### config.mk
export PLATFORM = sky130hd
export DESIGN_NAME = lcd_i2c_nibble_command_sequencer_top
export DESIGN_NICKNAME = d
export VERILOG_FILES = /design/src/sv/lcdseq_pkg.sv /design/src/sv/lcdseq_front.sv /design/src/sv/lcdseq_queue.sv /design/src/sv/lcdseq_back.sv /design/src/sv/lcd_i2c_nibble_command_sequencer_top.sv
export SDC_FILE = /design/constraint.sdc
export NUM_CORES = 1
export LEC_CHECK = 0
export BUFFER_PORTS_ARGS = -buffer_cell sky130_fd_sc_hd__buf_2
export CAP_MARGIN = 20
export CORE_MARGIN = 2
export CORE_UTILIZATION = 23
export DETAILED_ROUTE_END_ITERATION = 16
export MAX_ROUTING_LAYER = met4
export PLACE_DENSITY = 0.44
export RECOVER_POWER = 100
export SYNTH_ARGS = -nofsm -noshare
export SYNTH_HDL_FRONTEND = slang
export SYNTH_SLANG_ARGS = --single-unit
### constraint.sdc
create_clock -name clk -period 7.08 [get_ports clk]
set_input_delay 1.416 -clock clk [delete_from_list [all_inputs] [get_ports clk]]
set_output_delay 1.416 -clock clk [all_outputs]
set_load 0.05 [all_outputs]
### src/sv/lcdseq_pkg.sv
package lcdseq_pkg;

  // Request codes carried on the action field.
  typedef enum logic [3:0] {
    ACT_DATA      = 4'd0,
    ACT_SETCURSOR = 4'd1,
    ACT_CLEAR     = 4'd2,
    ACT_HOME      = 4'd3,
    ACT_DISPLAY   = 4'd4,
    ACT_CURSOR    = 4'd5,
    ACT_BLINK     = 4'd6,
    ACT_SCROLL    = 4'd7,
    ACT_ENTRYDIR  = 4'd8,
    ACT_BACKLIGHT = 4'd9,
    ACT_CGRAMADDR = 4'd10,
    ACT_INIT      = 4'd11
  } action_t;

  // Configuration register indexes.
  localparam logic REG_NUM_ROWS  = 1'b0;
  localparam logic REG_TALL_FONT = 1'b1;

  // Kinds of work handed from the front to the back.
  typedef enum logic [1:0] {
    JOB_BYTE   = 2'd0,
    JOB_SINGLE = 2'd1,
    JOB_INIT   = 2'd2
  } job_kind_t;

  typedef struct packed {
    job_kind_t   kind;
    logic [7:0]  value;  // byte to send, or function set byte for init
    logic        rs;     // register select
    logic        bl;     // backlight bit for every write of this job
    logic        extra;  // long wait after the last write (clear and home)
  } job_t;

  typedef enum logic {
    BK_IDLE,
    BK_RUN
  } back_state_t;

  // Display commands.
  localparam logic [7:0] CMD_CLEAR      = 8'h01;
  localparam logic [7:0] CMD_HOME       = 8'h02;
  localparam logic [7:0] CMD_ENTRY      = 8'h04;
  localparam logic [7:0] CMD_DISPCTRL   = 8'h08;
  localparam logic [7:0] CMD_SCROLL_L   = 8'h18;
  localparam logic [7:0] CMD_SCROLL_R   = 8'h1C;
  localparam logic [7:0] CMD_FUNCSET    = 8'h20;
  localparam logic [7:0] CMD_CGRAM      = 8'h40;
  localparam logic [7:0] CMD_DDRAM      = 8'h80;
  localparam logic [7:0] FS_TWO_LINE    = 8'h08;
  localparam logic [7:0] FS_TALL_FONT   = 8'h04;
  localparam logic [2:0] FLAGS_RESET    = 3'b100;

  localparam logic [3:0] NIB_WAKE       = 4'h3;
  localparam logic [3:0] NIB_FOUR_BIT   = 4'h2;

  // Wait times in microseconds.
  localparam logic [15:0] WAIT_POWER_UP  = 16'd50000;
  localparam logic [16:0] WAIT_EN_HIGH   = 17'd1;
  localparam logic [16:0] WAIT_EN_LOW    = 17'd50;
  localparam logic [16:0] WAIT_WAKE_LONG = 17'd5000;
  localparam logic [16:0] WAIT_WAKE_SHORT= 17'd1000;
  localparam logic [16:0] WAIT_CLEAR     = 17'd2000;
  localparam logic [16:0] WAIT_INIT_DONE = 17'd100000;

  localparam logic [3:0] INIT_LAST_NIB  = 4'd11;

  function automatic logic [7:0] row_base(input logic [1:0] r);
    logic [7:0] b;
    case (r)
      2'd0:    b = 8'h00;
      2'd1:    b = 8'h40;
      2'd2:    b = 8'h14;
      default: b = 8'h54;
    endcase
    return b;
  endfunction

  // Nibble number idx of the init sequence; fs is the function set byte.
  function automatic logic [3:0] init_nibble(input logic [3:0] idx, input logic [7:0] fs);
    logic [3:0] n;
    case (idx)
      4'd0, 4'd1, 4'd2: n = NIB_WAKE;
      4'd3:             n = NIB_FOUR_BIT;
      4'd4:             n = fs[7:4];
      4'd5:             n = fs[3:0];
      4'd6:             n = CMD_DISPCTRL[7:4];
      4'd7:             n = CMD_DISPCTRL[3:0] | {1'b0, FLAGS_RESET};
      4'd8:             n = CMD_CLEAR[7:4];
      4'd9:             n = CMD_CLEAR[3:0];
      4'd10:            n = CMD_ENTRY[7:4];
      default:          n = CMD_ENTRY[3:0] | 4'h2;
    endcase
    return n;
  endfunction

endpackage

### src/sv/lcdseq_front.sv
module lcdseq_front import lcdseq_pkg::*; (
  input  logic        clk,
  input  logic        rst_n,
  input  logic        in_valid,
  output logic        in_stall,
  input  logic [3:0]  in_action,
  input  logic [7:0]  in_data_byte,
  input  logic [5:0]  in_column,
  input  logic [1:0]  in_row,
  input  logic        in_flag,
  input  logic        cfg_we,
  input  logic        cfg_index,
  input  logic [2:0]  cfg_wdata,
  input  logic        q_full,
  output logic        q_push,
  output job_t        q_job
);

  logic [2:0] num_rows_r;
  logic       tall_font_r;
  logic [2:0] flags_r, flags_nxt;
  logic       entry_left_r, entry_left_nxt;
  logic       backlight_r, backlight_nxt;

  logic       accept;
  logic       known;
  logic [2:0] rows;
  logic [1:0] row_c;
  logic [7:0] fs;
  job_t       job;

  assign in_stall = q_full;
  assign accept   = in_valid && !q_full;

  always_comb begin
    rows  = (num_rows_r == 3'd0) ? 3'd1 : num_rows_r;
    row_c = ({1'b0, in_row} >= rows) ? 2'(rows - 3'd1) : in_row;
    fs    = CMD_FUNCSET
          | ((num_rows_r > 3'd1) ? FS_TWO_LINE : 8'h00)
          | ((tall_font_r && num_rows_r == 3'd1) ? FS_TALL_FONT : 8'h00);
  end

  always_comb begin
    flags_nxt      = flags_r;
    entry_left_nxt = entry_left_r;
    backlight_nxt  = backlight_r;
    known          = 1'b1;
    job.kind       = JOB_BYTE;
    job.value      = 8'h00;
    job.rs         = 1'b0;
    job.extra      = 1'b0;
    unique case (action_t'(in_action))
      ACT_DATA: begin
        job.value = in_data_byte;
        job.rs    = 1'b1;
      end
      ACT_SETCURSOR: job.value = CMD_DDRAM | ({2'b00, in_column} + row_base(row_c));
      ACT_CLEAR: begin
        job.value = CMD_CLEAR;
        job.extra = 1'b1;
      end
      ACT_HOME: begin
        job.value = CMD_HOME;
        job.extra = 1'b1;
      end
      ACT_DISPLAY, ACT_CURSOR, ACT_BLINK: begin
        if (action_t'(in_action) == ACT_DISPLAY) flags_nxt[2] = in_flag;
        else if (action_t'(in_action) == ACT_CURSOR) flags_nxt[1] = in_flag;
        else flags_nxt[0] = in_flag;
        job.value = CMD_DISPCTRL | {5'b0, flags_nxt};
      end
      ACT_SCROLL: job.value = in_flag ? CMD_SCROLL_L : CMD_SCROLL_R;
      ACT_ENTRYDIR: begin
        entry_left_nxt = in_flag;
        job.value      = CMD_ENTRY | {6'b0, in_flag, 1'b0};
      end
      ACT_BACKLIGHT: begin
        backlight_nxt = in_flag;
        job.kind      = JOB_SINGLE;
      end
      ACT_CGRAMADDR: job.value = CMD_CGRAM | {2'b00, in_data_byte[2:0], 3'b000};
      ACT_INIT: begin
        flags_nxt      = FLAGS_RESET;
        entry_left_nxt = 1'b1;
        backlight_nxt  = 1'b1;
        job.kind       = JOB_INIT;
        job.value      = fs;
      end
      default: known = 1'b0;
    endcase
    job.bl = backlight_nxt;
  end

  assign q_push = accept && known;
  assign q_job  = job;

  always_ff @(posedge clk) begin
    if (!rst_n) begin
      num_rows_r   <= 3'd2;
      tall_font_r  <= 1'b0;
      flags_r      <= FLAGS_RESET;
      entry_left_r <= 1'b1;
      backlight_r  <= 1'b1;
    end else begin
      if (cfg_we) begin
        if (cfg_index == REG_NUM_ROWS) num_rows_r <= cfg_wdata;
        else tall_font_r <= cfg_wdata[0];
      end
      if (accept) begin
        flags_r      <= flags_nxt;
        entry_left_r <= entry_left_nxt;
        backlight_r  <= backlight_nxt;
      end
    end
  end

endmodule

### src/sv/lcdseq_queue.sv
module lcdseq_queue import lcdseq_pkg::*; #(
  parameter int DEPTH = 2
) (
  input  logic clk,
  input  logic rst_n,
  input  logic push,
  input  job_t push_job,
  output logic full,
  input  logic pop,
  output logic empty,
  output job_t head
);

  localparam int PTR_W = (DEPTH > 1) ? $clog2(DEPTH) : 1;
  localparam int CNT_W = $clog2(DEPTH + 1);

  job_t             slot_r [DEPTH];
  logic [PTR_W-1:0] wr_ptr_r, rd_ptr_r;
  logic [CNT_W-1:0] count_r;

  assign full  = (count_r == CNT_W'(DEPTH));
  assign empty = (count_r == '0);
  assign head  = slot_r[rd_ptr_r];

  always_ff @(posedge clk) begin
    if (push) slot_r[wr_ptr_r] <= push_job;
  end

  always_ff @(posedge clk) begin
    if (!rst_n) begin
      wr_ptr_r <= '0;
      rd_ptr_r <= '0;
      count_r  <= '0;
    end else begin
      if (push) wr_ptr_r <= (wr_ptr_r == PTR_W'(DEPTH - 1)) ? '0 : wr_ptr_r + 1'b1;
      if (pop)  rd_ptr_r <= (rd_ptr_r == PTR_W'(DEPTH - 1)) ? '0 : rd_ptr_r + 1'b1;
      if (push && !pop) count_r <= count_r + 1'b1;
      else if (pop && !push) count_r <= count_r - 1'b1;
    end
  end

endmodule

### src/sv/lcdseq_back.sv
module lcdseq_back import lcdseq_pkg::*; (
  input  logic        clk,
  input  logic        rst_n,
  input  logic        q_empty,
  input  job_t        q_head,
  output logic        q_pop,
  output logic        out_valid,
  input  logic        out_stall,
  output logic [7:0]  out_expander_byte,
  output logic [15:0] out_wait_before_us,
  output logic [16:0] out_wait_after_us,
  output logic        out_last
);

  back_state_t state_r, state_nxt;
  job_t        job_r;
  logic [3:0]  nib_r;
  logic [1:0]  phase_r;

  logic        out_valid_r;
  logic [7:0]  byte_r;
  logic [15:0] before_r;
  logic [16:0] after_r;
  logic        last_r;

  logic        out_free;
  logic        emit;
  logic        last_w;
  logic        load;
  logic [3:0]  nib_val;
  logic [7:0]  byte_w;
  logic [15:0] before_w;
  logic [16:0] after_w;
  logic [16:0] extra_w;

  assign out_free = !out_valid_r || !out_stall;

  // Which write of the job is current, and what it carries.
  always_comb begin
    unique case (job_r.kind)
      JOB_INIT:   last_w = (nib_r == INIT_LAST_NIB) && (phase_r == 2'd2);
      JOB_SINGLE: last_w = 1'b1;
      default:    last_w = nib_r[0] && (phase_r == 2'd2);
    endcase

    nib_val = (job_r.kind == JOB_INIT) ? init_nibble(nib_r, job_r.value)
            : (nib_r[0] ? job_r.value[3:0] : job_r.value[7:4]);

    if (job_r.kind == JOB_SINGLE) byte_w = {4'h0, job_r.bl, 3'b000};
    else byte_w = {nib_val, job_r.bl, (phase_r == 2'd1), 1'b0, job_r.rs};

    before_w = (job_r.kind == JOB_INIT && nib_r == 4'd0 && phase_r == 2'd0)
             ? WAIT_POWER_UP : 16'd0;

    extra_w = 17'd0;
    if (phase_r == 2'd2) begin
      if (job_r.kind == JOB_INIT) begin
        case (nib_r)
          4'd0, 4'd1: extra_w = WAIT_WAKE_LONG;
          4'd2:       extra_w = WAIT_WAKE_SHORT;
          4'd9:       extra_w = WAIT_CLEAR;
          4'd11:      extra_w = WAIT_INIT_DONE;
          default:    extra_w = 17'd0;
        endcase
      end else if (job_r.kind == JOB_BYTE && job_r.extra && nib_r[0]) begin
        extra_w = WAIT_CLEAR;
      end
    end

    if (job_r.kind == JOB_SINGLE) after_w = 17'd0;
    else begin
      case (phase_r)
        2'd1:    after_w = WAIT_EN_HIGH + extra_w;
        2'd2:    after_w = WAIT_EN_LOW + extra_w;
        default: after_w = extra_w;
      endcase
    end
  end

  // Next state.
  always_comb begin
    state_nxt = state_r;
    unique case (state_r)
      BK_IDLE: if (!q_empty) state_nxt = BK_RUN;
      BK_RUN:  if (out_free && last_w && q_empty) state_nxt = BK_IDLE;
      default: state_nxt = BK_IDLE;
    endcase
  end

  // State outputs.
  always_comb begin
    emit = 1'b0;
    load = 1'b0;
    unique case (state_r)
      BK_IDLE: load = !q_empty;
      BK_RUN: begin
        emit = out_free;
        load = out_free && last_w && !q_empty;
      end
      default: ;
    endcase
  end

  assign q_pop = load;

  always_ff @(posedge clk) begin
    if (!rst_n) begin
      state_r     <= BK_IDLE;
      out_valid_r <= 1'b0;
      nib_r       <= 4'd0;
      phase_r     <= 2'd0;
    end else begin
      state_r <= state_nxt;
      if (emit) out_valid_r <= 1'b1;
      else if (!out_stall) out_valid_r <= 1'b0;
      if (load) begin
        nib_r   <= 4'd0;
        phase_r <= 2'd0;
      end else if (emit) begin
        if (phase_r == 2'd2) begin
          phase_r <= 2'd0;
          nib_r   <= nib_r + 4'd1;
        end else begin
          phase_r <= phase_r + 2'd1;
        end
      end
    end
  end

  always_ff @(posedge clk) begin
    if (load) job_r <= q_head;
    if (emit) begin
      byte_r   <= byte_w;
      before_r <= before_w;
      after_r  <= after_w;
      last_r   <= last_w;
    end
  end

  assign out_valid          = out_valid_r;
  assign out_expander_byte  = byte_r;
  assign out_wait_before_us = before_r;
  assign out_wait_after_us  = after_r;
  assign out_last           = last_r;

endmodule

### src/sv/lcd_i2c_nibble_command_sequencer_top.sv
// Sequencer for a 4-bit character LCD behind an I2C port expander.
// The request channel (in_valid / in_stall) takes one display request:
// an action code with its data byte, cursor column and row, and an on/off
// flag. The result channel (out_valid / out_stall) gives the expander byte
// writes that the request causes, each with the pause the bus master must
// keep before and after it, and out_last marks the final write of a request.
// A data byte or a command yields six writes, a backlight change one write,
// init thirty-six writes; unknown action codes are taken and dropped.
// The back end produces one write per cycle while the output is not stalled,
// and queued requests follow each other with no gap. A taken request is
// written into the request queue, then loaded into the sequencer, and its
// first write is then captured in the output register. The queue holds
// QUEUE_DEPTH classified requests; in_stall is raised only while it is
// full, so a stalled output still lets requests in.
// When the receiver stalls, the output register holds its write unchanged
// and the sequencer waits. Reset clears the queue and output, sets two rows,
// normal font, display on with cursor and blink off, left-to-right entry
// and backlight on. The user must write configuration (cfg_we, cfg_index,
// cfg_wdata) only while no request is in flight; the block does not enforce it.
module lcd_i2c_nibble_command_sequencer_top import lcdseq_pkg::*; #(
  parameter int QUEUE_DEPTH = 2
) (
  input  logic        clk,
  input  logic        rst_n,
  input  logic        in_valid,
  output logic        in_stall,
  input  logic [3:0]  in_action,
  input  logic [7:0]  in_data_byte,
  input  logic [5:0]  in_column,
  input  logic [1:0]  in_row,
  input  logic        in_flag,
  output logic        out_valid,
  input  logic        out_stall,
  output logic [7:0]  out_expander_byte,
  output logic [15:0] out_wait_before_us,
  output logic [16:0] out_wait_after_us,
  output logic        out_last,
  input  logic        cfg_we,
  input  logic        cfg_index,
  input  logic [2:0]  cfg_wdata
);

  // The front decodes each request into a job and updates the shadow flags.
  logic q_push, q_pop, q_full, q_empty;
  job_t q_job, q_head;

  lcdseq_front u_front (
    .clk          (clk),
    .rst_n        (rst_n),
    .in_valid     (in_valid),
    .in_stall     (in_stall),
    .in_action    (in_action),
    .in_data_byte (in_data_byte),
    .in_column    (in_column),
    .in_row       (in_row),
    .in_flag      (in_flag),
    .cfg_we       (cfg_we),
    .cfg_index    (cfg_index),
    .cfg_wdata    (cfg_wdata),
    .q_full       (q_full),
    .q_push       (q_push),
    .q_job        (q_job)
  );

  // The queue decouples request intake from write generation.
  lcdseq_queue #(
    .DEPTH (QUEUE_DEPTH)
  ) u_queue (
    .clk      (clk),
    .rst_n    (rst_n),
    .push     (q_push),
    .push_job (q_job),
    .full     (q_full),
    .pop      (q_pop),
    .empty    (q_empty),
    .head     (q_head)
  );

  // The back walks each job's nibbles and enable phases, one write per cycle unless the output stalls.
  lcdseq_back u_back (
    .clk                (clk),
    .rst_n              (rst_n),
    .q_empty            (q_empty),
    .q_head             (q_head),
    .q_pop              (q_pop),
    .out_valid          (out_valid),
    .out_stall          (out_stall),
    .out_expander_byte  (out_expander_byte),
    .out_wait_before_us (out_wait_before_us),
    .out_wait_after_us  (out_wait_after_us),
    .out_last           (out_last)
  );

endmodule
==> metrics.yaml <==
dominantRegCellSynth: "edfxtp_1"
skew_ps: 5.408
synth_edf_count: 61
firstDrtPassIters: 4
fmax_mhz: 249.7
ios: 74
detail-route-antenna-nets: 0
cellPowerDensity_mw_per_mm2: 337.2
clock-root-buffer: "clkbuf_16"
clockPowerShare_pct: 25.4
critical_path_start_end_classification: "reg -> reg"
r2r_slack_ps: 3070
postCtsSetupBuffers: 0
yosysTopAreaCell: "edfxtp_1"
ys_async_sr_fraction_pct: 0
number_of_design_rule_violations_left_by_the_first_detailed_router_iteration: 123
routed-via-count: 2968
wl_per_cell_um: 13.72
post_cts_hold_buffer_count: 0
dp_slack_ps: 3391
layout-area-overhead-vs-synth_pct: 13.44
diodes: 0
via_per_inst: 4.378
power.switching_fraction_pct: 37.10
finalNetCount: 489
clkSinkCount: 81
leakagePower_nw: 1.746
netlist_top_cells_area: "edfxtp_1 43%, dfxtp_1 9.4%, ha_1 4.4%"
tritoncts_clock_tree: "yes"
synth_top_area_share_pct: 42.86
timing.critical_path.required_ps: 7330
yosys.cell_types.count: 58
design.die.area_sq_mm: 0.01969
power.share.combinational_pct: 31.0
switchingPower_w: 0.0006067
worst_slew_pin_slew_ps: 1764
globalRouteTotalUtil_pct: 9.916
gp_congestion: 0.8004
detail_route.wirelength_um: 9301
initial_cell_density_of_the_core_pct: 23.63
power.ir.vdd_worst_v: 0.0001160
grt_setup_unrepaired: "no"
number_of_h_tree_branching_levels: 3
failing_checks: "capacitance limit, slew limit"
hold_class: "reg -> reg"
drive_above_1_share_pct: 11.14
grt_pass1_vias: 2986
ys_ff_latch: 81
max_slew_margin_pct: -17.57
grt_overflow: 0
min_period_over_period_pct: 56.57
cts.clk_slew.worst_paths_ps: 60
grt_first_pass_wirelength_um: 15020
number_of_buffers_created_by_cts: 9
fp.dieH_um: 140.3
clkLatencyLatePin_ps: 330
data_arrival_critical_path_ps: 4260
io_buffer_count: 59
horizontal_die_dimension_um: 140.3
fin_setup_tns_ps: 0
share_of_the_yosys_chip_area_belonging_to_registers_pct: 52.22
timing.critical_path.from_type: "flop"
hold_violations: 0
design_area_sq_mm: 0.004848
synth_area_per_cell_sq_um: 10.74
placedInstanceArea_sq_mm: 0.004666
grt_max_degree: 29
slew_viol_final: 22
status: "finished, violations left"
synth.cell_area_sq_mm: 0.004274
final.setup.worst_slack_ps: 3075
grt_antenna_before_repair: 0
synth_warnings: 0
cap_viol_max_count: 1
p_int_w: 0.001028
cts.repair.resized: 0
syn-instance-count: 398
detail_route.drc_violations: 0
coreArea_sq_mm: 0.01809
setup_violations: 0
max_clock_buf_depth: 2
fraction_of_power_consumed_by_sequential_logic_pct: 43.6
crit_path_end_kind: "flop"
timing.critical_path.fanout_max: 21
detailedPlacementHpwl_um: 6712
finalCriticalPeriod_ps: 4005
count_of_standard_cell_rows: 49
-- metrics by stage --
step,util (%),total power [W],cells,hold WS (ps)
floorplan,-,0.001150,411,400.3
global placement,25.80,0.001251,662,414.7
detailed placement,25.80,0.001260,662,406.3
CTS,27.25,0.001685,678,420.2
global route,26.81,0.001730,678,436.3
finish,26.81,0.001635,678,419.6
-- cell usage in the layout (no fill, tap or decap), drive strengths merged, types with 11 or more instances in the layout --
| cell | instances |
|---|---|
| inv | 15 |
| mux2 | 14 |
| buf | 25 |
| conb | 14 |
| nand2 | 33 |
| nor2 | 38 |
| ha | 15 |
| edfxtp | 61 |
| o21ai | 19 |
| nor2b | 11 |
| dfxtp | 20 |
| mux2i | 13 |
| a21oi | 20 |
| clkbuf | 51 |
-- cell usage after synthesis, drive strengths merged (2+ instances only) --
cell    count
a211oi      3
a21boi      3
a21oi      20
a221oi      2
a22oi       3
a31oi       4
and2        8
and3        2
buf        31
clkbuf      8
dfxtp      20
edfxtp     61
ha         15
inv        15
mux2       14
mux2i      13
nand2      33
nand2b      5
nand3       8
nand4       2
nor2       38
nor2b      11
nor3        8
nor3b       5
nor4        3
o211ai      4
o21a        3
o21ai      19
o22ai       3
o31ai       4
o32ai       2
or2         3
or3         7
xor2        5
-- state kept, by name, indices dropped and copies added, names as in the netlist --
register,count
u_front.num_rows_r,3
u_back.state_r,1
u_front.backlight_r,1
u_back.out_wait_before_us,1
u_back.out_valid,1
u_back.job_r,13
u_queue.wr_ptr_r,1
u_back.phase_r,2
u_queue.rd_ptr_r,1
u_queue.count_r,2
u_queue.slot_r,26
u_back.out_last,1
u_back.out_expander_byte,7
u_back.nib_r,4
u_back.out_wait_after_us,13
u_front.flags_r,3
u_front.tall_font_r,1
-- power by group through the flow --
stage	Sequential [W]	Clock, W	Combinational (W)
6_report	0.000712	0.000416	0.000507
5_1_grt	0.000728	0.000452	0.000551
4_1_cts	0.000711	0.000433	0.000540
3_5_place_dp	0.000721	0	0.000538
3_3_place_gp	0.000717	0	0.000534
2_1_floorplan	0.000822	0	0.000328
-- critical path: stages, from the launching register on --
cell and delay (ps):
edfxtp_1 480, nor2b_1 570, and4_1 350, o21ai_0 140, a21oi_1 1360, inv_1 120
ha_1 380, or3_1 350, a21boi_0 180
-- path summary, 6_finish.rpt --
kind,from,end,depth (start not counted)
max,u_back.job_r[11],u_queue.count_r[1],8
min,u_back.job_r[1],u_back.out_expander_byte[3],0
max reg2reg,u_back.job_r[11],u_queue.count_r[1],8
min reg2reg,u_back.job_r[1],u_back.out_expander_byte[3],0
-- layer usage --
| metal | vias to the layer above | part of all wire [%] | track usage [%] |
|---|---|---|---|
| met2 | 89 | 46 | 16.07 |
| met5 | - | 0 | - |
| met3 | 12 | 5.1 | 3.179 |
| met4 | 0 | 1.6 | 2.924 |
| met1 | 1375 | 47 | 11.83 |
| li1 | 1492 | - | - |
-- layout make-up --
class / instances / area (sq um)
well taps: 229 / 286.5
inverters: 15 / 56.30
flip-flops and latches: 81 / 2232
clock inverters: 1 / 5.005
clock buffers: 15 / 257.7
repair buffers: 61 / 260.3
multi-input cells: 276 / 1750
fillers: 1907 / 13240
-- kinds of logic (layout without fill, tap and decap cells) --
| logic type | count (synthesis) | count (layout) | share of synthesized area [%] |
|---|---|---|---|
| buf+inv | 54 | 92 | 7.260 |
| flops | 81 | 81 | 52.22 |
| xor+xnor | 6 | 6 | 1.229 |
| fa+ha+maj | 15 | 15 | 4.391 |
| mux | 27 | 27 | 6.733 |
| other cells | 1 | 14 | 0.08774 |
| compound gates | 76 | 76 | 11.86 |
| simple gates | 138 | 138 | 16.22 |
Note: power is estimated with default switching activity, not from simulation.
